**src/sv/iebm_pkg.sv**
```systemverilog
// iebm_pkg: shared types, codes and the bit-sequence program for the i2c eeprom byte master
// used by iebm_if, iebm_front, iebm_back and i2c_eeprom_byte_master; no dependencies
`timescale 1ns / 1ps
`default_nettype none

package iebm_pkg;

  // request classes after decode
  typedef enum logic [1:0] {
    CLS_TICK,
    CLS_WRITE,
    CLS_READ
  } cls_t;

  localparam logic [1:0] MODE_WRITE = 2'd1;
  localparam logic [1:0] MODE_READ  = 2'd2;

  // configuration register indexes
  localparam logic [1:0] CFG_IDX_DEV_ADDR    = 2'd0;
  localparam logic [1:0] CFG_IDX_ACK_TIMEOUT = 2'd1;
  localparam logic [1:0] CFG_IDX_WRITE_WAIT  = 2'd2;

  localparam int unsigned CFG_DATA_W = 16;

  localparam logic [5:0] STEP_IDLE = 6'd63;

  // per-tick operations of the sequencer
  typedef enum logic [3:0] {
    OP_SDA_HI,
    OP_SDA_LO,
    OP_SCL_HI,
    OP_SCL_LO,
    OP_BIT,
    OP_SCL_HI_BIT,
    OP_ACK_HI,
    OP_ACK_WAIT,
    OP_SAMPLE,
    OP_FIN_RD,
    OP_FIN_WR,
    OP_WWAIT
  } op_t;

  // byte source for a shifted-out byte
  typedef enum logic [1:0] {
    SRC_DEV_W,
    SRC_ADDR,
    SRC_DATA,
    SRC_DEV_R
  } src_t;

  typedef struct packed {
    op_t  op;
    src_t src;
  } tick_op_t;

  typedef struct packed {
    logic [1:0] mode;
    logic [7:0] mem_addr;
    logic [7:0] write_value;
    logic       sda_in;
  } in_item_t;

  typedef struct packed {
    logic       scl_out;
    logic       sda_out;
    logic       busy_res;
    logic       done_res;
    logic [7:0] read_value;
  } out_item_t;

  // queue entry between front and back
  typedef struct packed {
    cls_t       cls;
    logic [7:0] mem_addr;
    logic [7:0] write_value;
    logic       sda_in;
  } q_item_t;

  typedef struct packed {
    logic [6:0]  device_address;
    logic [7:0]  ack_timeout;
    logic [15:0] write_wait_ticks;
  } cfg_t;

  // program step lookup, write and read sequences
  function automatic tick_op_t prog_op(input logic rd, input logic [5:0] step);
    tick_op_t t;
    t = '{op: OP_WWAIT, src: SRC_DEV_W};
    if (!rd) begin
      case (step)
        6'd0:    t = '{op: OP_SDA_HI,     src: SRC_DEV_W};
        6'd1:    t = '{op: OP_SCL_HI,     src: SRC_DEV_W};
        6'd2:    t = '{op: OP_SDA_LO,     src: SRC_DEV_W};
        6'd3:    t = '{op: OP_SCL_LO,     src: SRC_DEV_W};
        6'd4:    t = '{op: OP_BIT,        src: SRC_DEV_W};
        6'd5:    t = '{op: OP_SCL_HI_BIT, src: SRC_DEV_W};
        6'd6:    t = '{op: OP_SCL_LO,     src: SRC_DEV_W};
        6'd7:    t = '{op: OP_SDA_HI,     src: SRC_DEV_W};
        6'd8:    t = '{op: OP_ACK_HI,     src: SRC_DEV_W};
        6'd9:    t = '{op: OP_ACK_WAIT,   src: SRC_DEV_W};
        6'd10:   t = '{op: OP_SCL_LO,     src: SRC_DEV_W};
        6'd11:   t = '{op: OP_BIT,        src: SRC_ADDR};
        6'd12:   t = '{op: OP_SCL_HI_BIT, src: SRC_DEV_W};
        6'd13:   t = '{op: OP_SCL_LO,     src: SRC_DEV_W};
        6'd14:   t = '{op: OP_SDA_HI,     src: SRC_DEV_W};
        6'd15:   t = '{op: OP_ACK_HI,     src: SRC_DEV_W};
        6'd16:   t = '{op: OP_ACK_WAIT,   src: SRC_DEV_W};
        6'd17:   t = '{op: OP_SCL_LO,     src: SRC_DEV_W};
        6'd18:   t = '{op: OP_BIT,        src: SRC_DATA};
        6'd19:   t = '{op: OP_SCL_HI_BIT, src: SRC_DEV_W};
        6'd20:   t = '{op: OP_SCL_LO,     src: SRC_DEV_W};
        6'd21:   t = '{op: OP_SDA_HI,     src: SRC_DEV_W};
        6'd22:   t = '{op: OP_ACK_HI,     src: SRC_DEV_W};
        6'd23:   t = '{op: OP_ACK_WAIT,   src: SRC_DEV_W};
        6'd24:   t = '{op: OP_SDA_LO,     src: SRC_DEV_W};
        6'd25:   t = '{op: OP_SCL_HI,     src: SRC_DEV_W};
        6'd26:   t = '{op: OP_FIN_WR,     src: SRC_DEV_W};
        default: t = '{op: OP_WWAIT,      src: SRC_DEV_W};
      endcase
    end else begin
      case (step)
        6'd0:    t = '{op: OP_SDA_HI,     src: SRC_DEV_W};
        6'd1:    t = '{op: OP_SCL_HI,     src: SRC_DEV_W};
        6'd2:    t = '{op: OP_SDA_LO,     src: SRC_DEV_W};
        6'd3:    t = '{op: OP_SCL_LO,     src: SRC_DEV_W};
        6'd4:    t = '{op: OP_BIT,        src: SRC_DEV_W};
        6'd5:    t = '{op: OP_SCL_HI_BIT, src: SRC_DEV_W};
        6'd6:    t = '{op: OP_SCL_LO,     src: SRC_DEV_W};
        6'd7:    t = '{op: OP_SDA_HI,     src: SRC_DEV_W};
        6'd8:    t = '{op: OP_ACK_HI,     src: SRC_DEV_W};
        6'd9:    t = '{op: OP_ACK_WAIT,   src: SRC_DEV_W};
        6'd10:   t = '{op: OP_SCL_LO,     src: SRC_DEV_W};
        6'd11:   t = '{op: OP_BIT,        src: SRC_ADDR};
        6'd12:   t = '{op: OP_SCL_HI_BIT, src: SRC_DEV_W};
        6'd13:   t = '{op: OP_SCL_LO,     src: SRC_DEV_W};
        6'd14:   t = '{op: OP_SDA_HI,     src: SRC_DEV_W};
        6'd15:   t = '{op: OP_ACK_HI,     src: SRC_DEV_W};
        6'd16:   t = '{op: OP_ACK_WAIT,   src: SRC_DEV_W};
        6'd17:   t = '{op: OP_SDA_HI,     src: SRC_DEV_W};
        6'd18:   t = '{op: OP_SCL_HI,     src: SRC_DEV_W};
        6'd19:   t = '{op: OP_SDA_LO,     src: SRC_DEV_W};
        6'd20:   t = '{op: OP_SCL_LO,     src: SRC_DEV_W};
        6'd21:   t = '{op: OP_BIT,        src: SRC_DEV_R};
        6'd22:   t = '{op: OP_SCL_HI_BIT, src: SRC_DEV_W};
        6'd23:   t = '{op: OP_SCL_LO,     src: SRC_DEV_W};
        6'd24:   t = '{op: OP_SDA_HI,     src: SRC_DEV_W};
        6'd25:   t = '{op: OP_ACK_HI,     src: SRC_DEV_W};
        6'd26:   t = '{op: OP_ACK_WAIT,   src: SRC_DEV_W};
        6'd27:   t = '{op: OP_SCL_LO,     src: SRC_DEV_W};
        6'd28:   t = '{op: OP_SDA_HI,     src: SRC_DEV_W};
        6'd29:   t = '{op: OP_SCL_HI,     src: SRC_DEV_W};
        6'd30:   t = '{op: OP_SAMPLE,     src: SRC_DEV_W};
        6'd31:   t = '{op: OP_SDA_LO,     src: SRC_DEV_W};
        6'd32:   t = '{op: OP_SCL_HI,     src: SRC_DEV_W};
        default: t = '{op: OP_FIN_RD,     src: SRC_DEV_W};
      endcase
    end
    return t;
  endfunction

endpackage

`default_nettype wire

```
**src/sv/iebm_if.sv**
```systemverilog
// iebm_in_if and iebm_out_if: valid/ready channels for requests and results
// depends on iebm_pkg for the payload types
`timescale 1ns / 1ps
`default_nettype none

interface iebm_in_if import iebm_pkg::*; ();
  logic     valid;
  logic     ready;
  in_item_t payload;

  modport source (output valid, output payload, input ready);
  modport sink (input valid, input payload, output ready);
endinterface

interface iebm_out_if import iebm_pkg::*; ();
  logic      valid;
  logic      ready;
  out_item_t payload;

  modport source (output valid, output payload, input ready);
  modport sink (input valid, input payload, output ready);
endinterface

`default_nettype wire

```
**src/sv/i2c_eeprom_byte_master.sv**
```systemverilog
// i2c_eeprom_byte_master: top level, configuration registers and the front/back split
// depends on iebm_pkg, iebm_if, iebm_front and iebm_back
`timescale 1ns / 1ps
`default_nettype none

// bit-level i2c master for single-byte eeprom random writes and reads. every request is
// one half-bit tick (mode 0) or a command (mode 1 write, mode 2 read) that also counts as
// a tick; each request gives exactly one result with the scl/sda drive levels after that
// tick, a busy flag, a done pulse and the byte read. a command that arrives while a
// sequence or the post-write wait is still running is treated as a plain tick. the slave
// acknowledge is polled on sda_in for up to ack_timeout extra ticks and never flagged.
// rate: one request per clock while out_chan is ready; each request passes the
// queue and then the sequencer step that loads the result register which offers it.
// the request side only stalls when the two-entry queue is full, which happens only while
// the result side holds back. configuration writes are taken any cycle but must only be
// issued while no request is in flight.
module i2c_eeprom_byte_master import iebm_pkg::*; (
  input  wire logic                  clk,
  input  wire logic                  rst_n,
  iebm_in_if.sink                    in_chan,
  iebm_out_if.source                 out_chan,
  input  wire logic                  cfg_we,
  input  wire logic [1:0]            cfg_index,
  input  wire logic [CFG_DATA_W-1:0] cfg_wdata
);

  cfg_t    cfg_r;
  q_item_t q_item;
  logic    q_valid;
  logic    q_pop;

  // configuration registers, out-of-range index is dropped
  always_ff @(posedge clk) begin
    if (!rst_n) begin
      cfg_r.device_address   <= 7'd80;
      cfg_r.ack_timeout      <= 8'd50;
      cfg_r.write_wait_ticks <= 16'd200;
    end else if (cfg_we) begin
      case (cfg_index)
        CFG_IDX_DEV_ADDR:    cfg_r.device_address   <= cfg_wdata[6:0];
        CFG_IDX_ACK_TIMEOUT: cfg_r.ack_timeout      <= cfg_wdata[7:0];
        CFG_IDX_WRITE_WAIT:  cfg_r.write_wait_ticks <= cfg_wdata[15:0];
        default: ;
      endcase
    end
  end

  // front: accept and classify requests into the queue
  iebm_front u_front (
    .clk     (clk),
    .rst_n   (rst_n),
    .in_chan (in_chan),
    .q_item  (q_item),
    .q_valid (q_valid),
    .q_pop   (q_pop)
  );

  // back: one sequencer step per queued request, result register towards the sink
  iebm_back u_back (
    .clk      (clk),
    .rst_n    (rst_n),
    .cfg      (cfg_r),
    .q_item   (q_item),
    .q_valid  (q_valid),
    .q_pop    (q_pop),
    .out_chan (out_chan)
  );

  // a completing result never also reports busy
  a_done_not_busy: assert property (@(posedge clk) disable iff (!rst_n)
    out_chan.valid |-> !(out_chan.payload.done_res && out_chan.payload.busy_res))
    else $error("done and busy together");

  // read byte only shows on a done result
  a_rv_only_done: assert property (@(posedge clk) disable iff (!rst_n)
    (out_chan.valid && !out_chan.payload.done_res) |-> (out_chan.payload.read_value == 8'd0))
    else $error("read value outside done");

  // request side stalls only while the queue holds work for the back end
  a_stall_has_work: assert property (@(posedge clk) disable iff (!rst_n)
    !in_chan.ready |-> q_valid)
    else $error("stall with empty queue");

  // the queue drains whenever the result register is free
  a_drain_when_free: assert property (@(posedge clk) disable iff (!rst_n)
    (q_valid && !out_chan.valid) |-> q_pop)
    else $error("queue not drained");

endmodule

`default_nettype wire

```
**src/sv/iebm_front.sv**
```systemverilog
// iebm_front: takes requests, decodes mode into a class and holds them in a two-entry queue
// depends on iebm_pkg and iebm_in_if
`timescale 1ns / 1ps
`default_nettype none

module iebm_front import iebm_pkg::*; (
  input  wire logic clk,
  input  wire logic rst_n,
  iebm_in_if.sink   in_chan,
  output q_item_t   q_item,
  output logic      q_valid,
  input  wire logic q_pop
);

  q_item_t    entry_r [2];
  logic       wr_ptr_r;
  logic       rd_ptr_r;
  logic [1:0] count_r;
  logic [1:0] count_nxt;
  logic       push;
  q_item_t    dec_item;

  assign in_chan.ready = (count_r != 2'd2);
  assign push          = in_chan.valid && in_chan.ready;
  assign q_valid       = (count_r != 2'd0);
  assign q_item        = entry_r[rd_ptr_r];

  // mode three falls back to a plain tick
  always_comb begin
    dec_item.mem_addr    = in_chan.payload.mem_addr;
    dec_item.write_value = in_chan.payload.write_value;
    dec_item.sda_in      = in_chan.payload.sda_in;
    case (in_chan.payload.mode)
      MODE_WRITE: dec_item.cls = CLS_WRITE;
      MODE_READ:  dec_item.cls = CLS_READ;
      default:    dec_item.cls = CLS_TICK;
    endcase
  end

  always_comb begin
    count_nxt = count_r + {1'b0, push} - {1'b0, q_pop};
  end

  always_ff @(posedge clk) begin
    if (!rst_n) begin
      wr_ptr_r <= 1'b0;
      rd_ptr_r <= 1'b0;
      count_r  <= 2'd0;
    end else begin
      if (push) begin
        wr_ptr_r <= ~wr_ptr_r;
      end
      if (q_pop) begin
        rd_ptr_r <= ~rd_ptr_r;
      end
      count_r <= count_nxt;
    end
  end

  always_ff @(posedge clk) begin
    if (push) begin
      entry_r[wr_ptr_r] <= dec_item;
    end
  end

endmodule

`default_nettype wire

```
**src/sv/iebm_back.sv**
```systemverilog
// iebm_back: bit-level sequencer that runs one queued request per cycle unless the sink holds
// back a result, plus the result register; depends on iebm_pkg and iebm_out_if
`timescale 1ns / 1ps
`default_nettype none

module iebm_back import iebm_pkg::*; (
  input  wire logic    clk,
  input  wire logic    rst_n,
  input  wire cfg_t    cfg,
  input  wire q_item_t q_item,
  input  wire logic    q_valid,
  output logic         q_pop,
  iebm_out_if.source   out_chan
);

  logic [5:0]  step_r, step_nxt;
  logic [2:0]  bidx_r, bidx_nxt;
  logic [7:0]  shift_r, shift_nxt;
  logic [15:0] wait_r, wait_nxt;
  logic        is_read_r, is_read_nxt;
  logic [7:0]  addr_r, addr_nxt;
  logic [7:0]  data_r, data_nxt;
  logic        scl_r, scl_nxt;
  logic        sda_r, sda_nxt;
  logic        done;
  logic [7:0]  rd_val;
  logic        start;
  tick_op_t    top;
  logic [7:0]  src_byte;

  logic        out_valid_r;
  out_item_t   out_item_r;

  assign q_pop = q_valid && (!out_valid_r || out_chan.ready);
  assign start = (step_r == STEP_IDLE) && (q_item.cls == CLS_WRITE || q_item.cls == CLS_READ);

  always_comb begin
    step_nxt    = step_r;
    bidx_nxt    = bidx_r;
    shift_nxt   = shift_r;
    wait_nxt    = wait_r;
    is_read_nxt = is_read_r;
    addr_nxt    = addr_r;
    data_nxt    = data_r;
    scl_nxt     = scl_r;
    sda_nxt     = sda_r;
    done        = 1'b0;
    rd_val      = 8'd0;
    src_byte    = 8'd0;

    // a command taken while idle starts its first step on the same tick
    if (start) begin
      is_read_nxt = (q_item.cls == CLS_READ);
      addr_nxt    = q_item.mem_addr;
      data_nxt    = q_item.write_value;
      bidx_nxt    = 3'd0;
      shift_nxt   = 8'd0;
      wait_nxt    = 16'd0;
      step_nxt    = 6'd0;
    end

    top = prog_op(is_read_nxt, step_nxt);

    case (top.src)
      SRC_DEV_W: src_byte = {cfg.device_address, 1'b0};
      SRC_ADDR:  src_byte = addr_nxt;
      SRC_DATA:  src_byte = data_nxt;
      default:   src_byte = {cfg.device_address, 1'b1};
    endcase

    if (step_nxt != STEP_IDLE) begin
      case (top.op)
        OP_SDA_HI: begin
          sda_nxt  = 1'b1;
          step_nxt = step_nxt + 6'd1;
        end
        OP_SDA_LO: begin
          sda_nxt  = 1'b0;
          step_nxt = step_nxt + 6'd1;
        end
        OP_SCL_HI: begin
          scl_nxt  = 1'b1;
          step_nxt = step_nxt + 6'd1;
        end
        OP_SCL_LO: begin
          scl_nxt  = 1'b0;
          step_nxt = step_nxt + 6'd1;
        end
        OP_BIT: begin
          sda_nxt  = src_byte[3'd7 - bidx_nxt];
          step_nxt = step_nxt + 6'd1;
        end
        OP_SCL_HI_BIT: begin
          scl_nxt = 1'b1;
          if (bidx_nxt != 3'd7) begin
            bidx_nxt = bidx_nxt + 3'd1;
            step_nxt = step_nxt - 6'd2;
          end else begin
            bidx_nxt = 3'd0;
            step_nxt = step_nxt + 6'd1;
          end
        end
        OP_ACK_HI: begin
          scl_nxt  = 1'b1;
          wait_nxt = 16'd0;
          step_nxt = step_nxt + 6'd1;
        end
        OP_ACK_WAIT: begin
          if (q_item.sda_in && (wait_nxt < {8'd0, cfg.ack_timeout})) begin
            wait_nxt = wait_nxt + 16'd1;
          end else begin
            scl_nxt  = 1'b0;
            step_nxt = step_nxt + 6'd1;
          end
        end
        OP_SAMPLE: begin
          shift_nxt = {shift_nxt[6:0], q_item.sda_in};
          scl_nxt   = 1'b0;
          if (bidx_nxt != 3'd7) begin
            bidx_nxt = bidx_nxt + 3'd1;
            step_nxt = step_nxt - 6'd1;
          end else begin
            bidx_nxt = 3'd0;
            step_nxt = step_nxt + 6'd1;
          end
        end
        OP_FIN_RD: begin
          sda_nxt  = 1'b1;
          done     = 1'b1;
          rd_val   = shift_nxt;
          step_nxt = STEP_IDLE;
        end
        OP_FIN_WR: begin
          sda_nxt  = 1'b1;
          wait_nxt = cfg.write_wait_ticks;
          step_nxt = step_nxt + 6'd1;
        end
        default: begin
          if (wait_nxt == 16'd0) begin
            done     = 1'b1;
            step_nxt = STEP_IDLE;
          end else begin
            wait_nxt = wait_nxt - 16'd1;
          end
        end
      endcase
    end
  end

  always_ff @(posedge clk) begin
    if (!rst_n) begin
      step_r    <= STEP_IDLE;
      bidx_r    <= 3'd0;
      shift_r   <= 8'd0;
      wait_r    <= 16'd0;
      is_read_r <= 1'b0;
      addr_r    <= 8'd0;
      data_r    <= 8'd0;
      scl_r     <= 1'b1;
      sda_r     <= 1'b1;
    end else if (q_pop) begin
      step_r    <= step_nxt;
      bidx_r    <= bidx_nxt;
      shift_r   <= shift_nxt;
      wait_r    <= wait_nxt;
      is_read_r <= is_read_nxt;
      addr_r    <= addr_nxt;
      data_r    <= data_nxt;
      scl_r     <= scl_nxt;
      sda_r     <= sda_nxt;
    end
  end

  // result register
  always_ff @(posedge clk) begin
    if (!rst_n) begin
      out_valid_r <= 1'b0;
    end else if (q_pop) begin
      out_valid_r <= 1'b1;
    end else if (out_chan.ready) begin
      out_valid_r <= 1'b0;
    end
  end

  always_ff @(posedge clk) begin
    if (q_pop) begin
      out_item_r.scl_out    <= scl_nxt;
      out_item_r.sda_out    <= sda_nxt;
      out_item_r.busy_res   <= (step_nxt != STEP_IDLE);
      out_item_r.done_res   <= done;
      out_item_r.read_value <= rd_val;
    end
  end

  assign out_chan.valid   = out_valid_r;
  assign out_chan.payload = out_item_r;

endmodule

`default_nettype wire
```
**src/flat_wrapper.sv**
```systemverilog
// flat-port wrapper written by rule: the top's interface ports become plain ports
module i2c_eeprom_byte_master_flat import iebm_pkg::*;
  (clk, rst_n, cfg_we, cfg_index, cfg_wdata, in_chan_valid, in_chan_payload, in_chan_ready, out_chan_valid, out_chan_payload, out_chan_ready);
  iebm_in_if in_chan_i ();
  iebm_out_if out_chan_i ();
  input  wire logic clk;
  input  wire logic rst_n;
  input  wire logic cfg_we;
  input  wire logic [1:0] cfg_index;
  input  wire logic [CFG_DATA_W-1:0] cfg_wdata;
  input wire logic [$bits(in_chan_i.valid)-1:0] in_chan_valid;
  input wire logic [$bits(in_chan_i.payload)-1:0] in_chan_payload;
  output wire logic [$bits(in_chan_i.ready)-1:0] in_chan_ready;
  output wire logic [$bits(out_chan_i.valid)-1:0] out_chan_valid;
  output wire logic [$bits(out_chan_i.payload)-1:0] out_chan_payload;
  input wire logic [$bits(out_chan_i.ready)-1:0] out_chan_ready;
  assign in_chan_i.valid = in_chan_valid;
  assign in_chan_i.payload = in_chan_payload;
  assign in_chan_ready = in_chan_i.ready;
  assign out_chan_valid = out_chan_i.valid;
  assign out_chan_payload = out_chan_i.payload;
  assign out_chan_i.ready = out_chan_ready;
  i2c_eeprom_byte_master u_core (.clk(clk), .rst_n(rst_n), .in_chan(in_chan_i), .out_chan(out_chan_i), .cfg_we(cfg_we), .cfg_index(cfg_index), .cfg_wdata(cfg_wdata));
endmodule
```
**config.mk**
```make
export PLATFORM = sky130hd
export DESIGN_NAME = i2c_eeprom_byte_master_flat
export DESIGN_NICKNAME = d
export VERILOG_FILES = /design/src/sv/iebm_pkg.sv /design/src/sv/iebm_if.sv /design/src/sv/i2c_eeprom_byte_master.sv /design/src/sv/iebm_front.sv /design/src/sv/iebm_back.sv /design/src/flat_wrapper.sv
export SDC_FILE = /design/constraint.sdc
export NUM_CORES = 1
export LEC_CHECK = 0
export ABC_CLOCK_PERIOD_IN_PS = 4030
export BUFFER_PORTS_ARGS = -buffer_cell sky130_fd_sc_hd__buf_4
export CORE_ASPECT_RATIO = 1.2
export CORE_MARGIN = 2
export CORE_UTILIZATION = 40
export CTS_BUF_LIST = sky130_fd_sc_hd__clkbuf_16
export CTS_CLUSTER_SIZE = 40
export DETAILED_ROUTE_END_ITERATION = 12
export GPL_TIMING_DRIVEN = 0
export PLACE_DENSITY_LB_ADDON = 0.25
export SLEW_MARGIN = 40
export SYNTH_ARGS = -nofsm -noshare
export SYNTH_HDL_FRONTEND = slang
export SYNTH_HIERARCHICAL = 1
export SYNTH_SLANG_ARGS = --single-unit
```
**constraint.sdc**
```tcl
create_clock -name clk -period 4.03 [get_ports clk]
set_input_delay 0.2015 -clock clk [delete_from_list [all_inputs] [get_ports clk]]
set_output_delay 0.2015 -clock clk [all_outputs]
set_load 0.1 [all_outputs]
```
==> out/metrics.yaml <==
async_flop_share_pct: 0
grt_pass1_wl_um: 37400
syn-cell-area_um2: 8150
overflow: 0
final_area_um2: 10400
cts_tree: "yes"
finalCritPeriodShare_pct: 96.7
diodes: 0
yosysUniqueCellTypes: 96
syn_avg_cell_area_um2: 9.07
gp_congestion: 1.01
wl_per_cell_um: 18.5
finalWorstSetupSlack_ps: 131
final_cells: 1299
yosysMostFrequentCell: "nand2_1"
antenna_found_initial: 0
rows: 57
cts.htree.levels: 4
rsz0062_at_grt: "false"
reg2reg_depth: 21
dr.first_iter.drc_count: 569
drc: 0
core_area_um2: 20100
cts_buffer_depth: 2
cts_buffers: 17
syn_to_final_growth_pct: 27.4
netlist_instances: 899
synth_commonest_cells: "145 x nand2_1, 89 x dfxtp_1, 58 x a21oi_1"
n_fill_cell: 1844
numPortBuffers: 55
hold_path_class: "input port to flip-flop"
die_y_um: 160
synthFlopType: "dfxtp_1"
crit_path_end_kind: "flip-flop"
cts.sinks: 139
startpoint_type: "flip-flop"
clock_latency_ps: 430
drtAntennaViolNets: 0
max_slew_margin_pct: 50.6
dpl.hpwl_um: 16400
clock_skew_ps: 12.6
fmax_mhz: 256
finalMaxSlewViolations: 0
worstPathArrival_ps: 4240
die_area_um2: 21500
max_stage_delay_ps: 320
yosysTopAreaCellShare_pct: 21.9
root_buffer: "clkbuf_16"
yosysWarnings: 6
slowest_stage: "dfxtp_2"
place_inst: 1219
worstPathRequired_ps: 4380
grt_pass1_vias: 7162
yosys_register_bits: 139
wl_um: 24000
maxCapViolCount: 0
cp_cell_sequence: "buf_6, mux2_4, inv_4, ha_4, and3b_2, buf_8, nand2_8, clkbuf_16, buf_12, buf_8, nand2_4, ha_4, nor3b_4, a211oi_1, o21ai_1, o21ai_4, buf_4, nor3_4, o21ai_1, a21boi_2, o2bb2ai_1"
seq_area_frac_synth_pct: 40.3
netlist_top_cells_area: "dfxtp_1 22%, edfxtp_1 18%, nand2_1 6.7%"
vias: 7385
start_util_pct: 40.5
fin_nets: 1083
whs_path_depth: 3
fin_util_pct: 51.6
cp_max_fo: 8
tightestPinTransition_ps: 740
grt_usage_pct: 22.1
post-place-ws_ps: -811
die_w_um: 134
critPathKind: "flip-flop to flip-flop"
ios: 56
synth-edff-count: 50
drive_above_1_share_pct: 25.9
clk_pin_slew_ps: 60
period_needed_ps: 3900
vias_per_cell: 5.69
grt_max_degree: 27
dpl-instance-area_um2: 8920
synth_nets: 961
setup_viol: 0
outcome: "finished, final reports clean"
drtPass1Iterations: 6
synth_top_area_cell: "dfxtp_1"
hold_viol_final: 0
registers in the layout, indices dropped and copies added (netlist names), named ones only:
| name | flops |
|---|---|
| u_core/u_front/entry_r | 38 |
| u_core/u_back/is_read_r | 1 |
| u_core/u_back/wait_r | 16 |
| u_core/u_front/wr_ptr_r | 1 |
| u_core/cfg_r | 31 |
| u_core/u_back/data_r | 8 |
| u_core/u_back/out_chan.payload | 12 |
| u_core/u_back/sda_r | 1 |
| u_core/u_back/step_r | 6 |
| u_core/u_back/scl_r | 1 |
| u_core/u_back/shift_r | 8 |
| u_core/u_back/out_chan.valid | 1 |
| u_core/u_front/rd_ptr_r | 1 |
| u_core/u_front/count_r | 2 |
| u_core/u_back/bidx_r | 3 |
| u_core/u_back/addr_r | 8 |
worst paths after layout:
kind,to,slack [ps],start
setup reg to reg,u_core/u_back/wait_r[11],130,flip-flop
setup / recovery,u_core/u_back/wait_r[11],130,flip-flop
hold reg to reg,u_core/cfg_r[18],460,u_core/cfg_r[18]
hold / removal,u_core/cfg_r[15],30,cfg_wdata[15]
cell usage in the layout, fill, tap and decap left out, types with 5 or more instances in the layout:
cell           instances
a21boi_0              18
a21o_1                 7
a21oi_1               56
a221oi_1               5
a22oi_1               10
a31oi_1                9
and2_1                21
buf_2                 11
buf_4                 93
buf_6                 12
clkbuf_1              17
clkbuf_16             18
dfxtp_1               88
dlygate4sd3_1         17
edfxtp_1              50
ha_1                  15
inv_1                 35
inv_6                  7
mux2_2                19
mux2i_1               34
nand2_1              133
nand2_2                8
nand2b_1               6
nand3_1               11
nand4_1                5
nand4b_1               5
nor2_1                34
nor2b_1               25
nor3_1                11
nor4_1                 5
o211ai_1              17
o21a_1                 5
o21ai_0               34
o21ai_1               11
o22ai_1                5
o31ai_1                5
xnor2_1               11
final cells by class:
| class | count | area, um2 | share of cell area [%] |
|---|---|---|---|
| multi-input cells | 669 | 4780 | 46.0 |
| clock inverters | 15 | 199 | 1.92 |
| well taps | 265 | 332 | 3.19 |
| clock buffers | 17 | 425 | 4.10 |
| plain buffers | 51 | 375 | 3.61 |
| repair buffers | 106 | 855 | 8.23 |
| flip-flops and latches | 139 | 3280 | 31.6 |
| inverters | 37 | 141 | 1.36 |
cell families (layout without fill, tap and decap cells):
logic type	after synthesis	count (layout)	synth area share [%]
compound gates	260	260	22.7
xor+xnor	14	14	1.50
fa+ha+maj	22	22	3.35
buf+inv	91	226	5.31
flops	139	139	40.3
mux	55	55	7.08
simple gates	318	318	19.8
metal layers:
metal  track usage (%)  up-vias  part of all wire (%)
met5                 0        -                     0
met4              10.5        0                   3.5
met3              3.66       58                   7.0
met2              37.4      312                    49
met1              27.2     3471                    41
li1                  -     3544                     -
repair_timing:
| action | in CTS | in global routing |
|---|---|---|
| resized for setup | 68 | 28 |
| pin swaps | 19 | 9 |
| buffers inserted | 29 | 5 |
| hold buffers | 17 | 0 |
| hold endpoints to repair | 34 | 0 |
| gates cloned | 0 | 0 |
| setup endpoints to repair | 47 | 46 |
critical path, delay by kind of cell (launching register included):
kind	cells	cell delay (ps)
muxes	1	310
buffers and inverters	7	910
and+or+nand+nor	5	910
adders and majority gates	2	320
DFF	1	320
AOI/OAI and AO/OA	6	1030
per-stage QoR:
stage          hold slack (ps)  TNS, ps
2_1_floorplan              300        0
4_1_cts                   16.8        0
5_1_grt                   34.8        0
3_5_place_dp               389   -30870
6_report                  29.5        0
3_3_place_gp               386   -30570
Power is left out: the tool's default activity adds up to more than one toggle a clock period on the data nets, which glitch-free logic cannot reach.
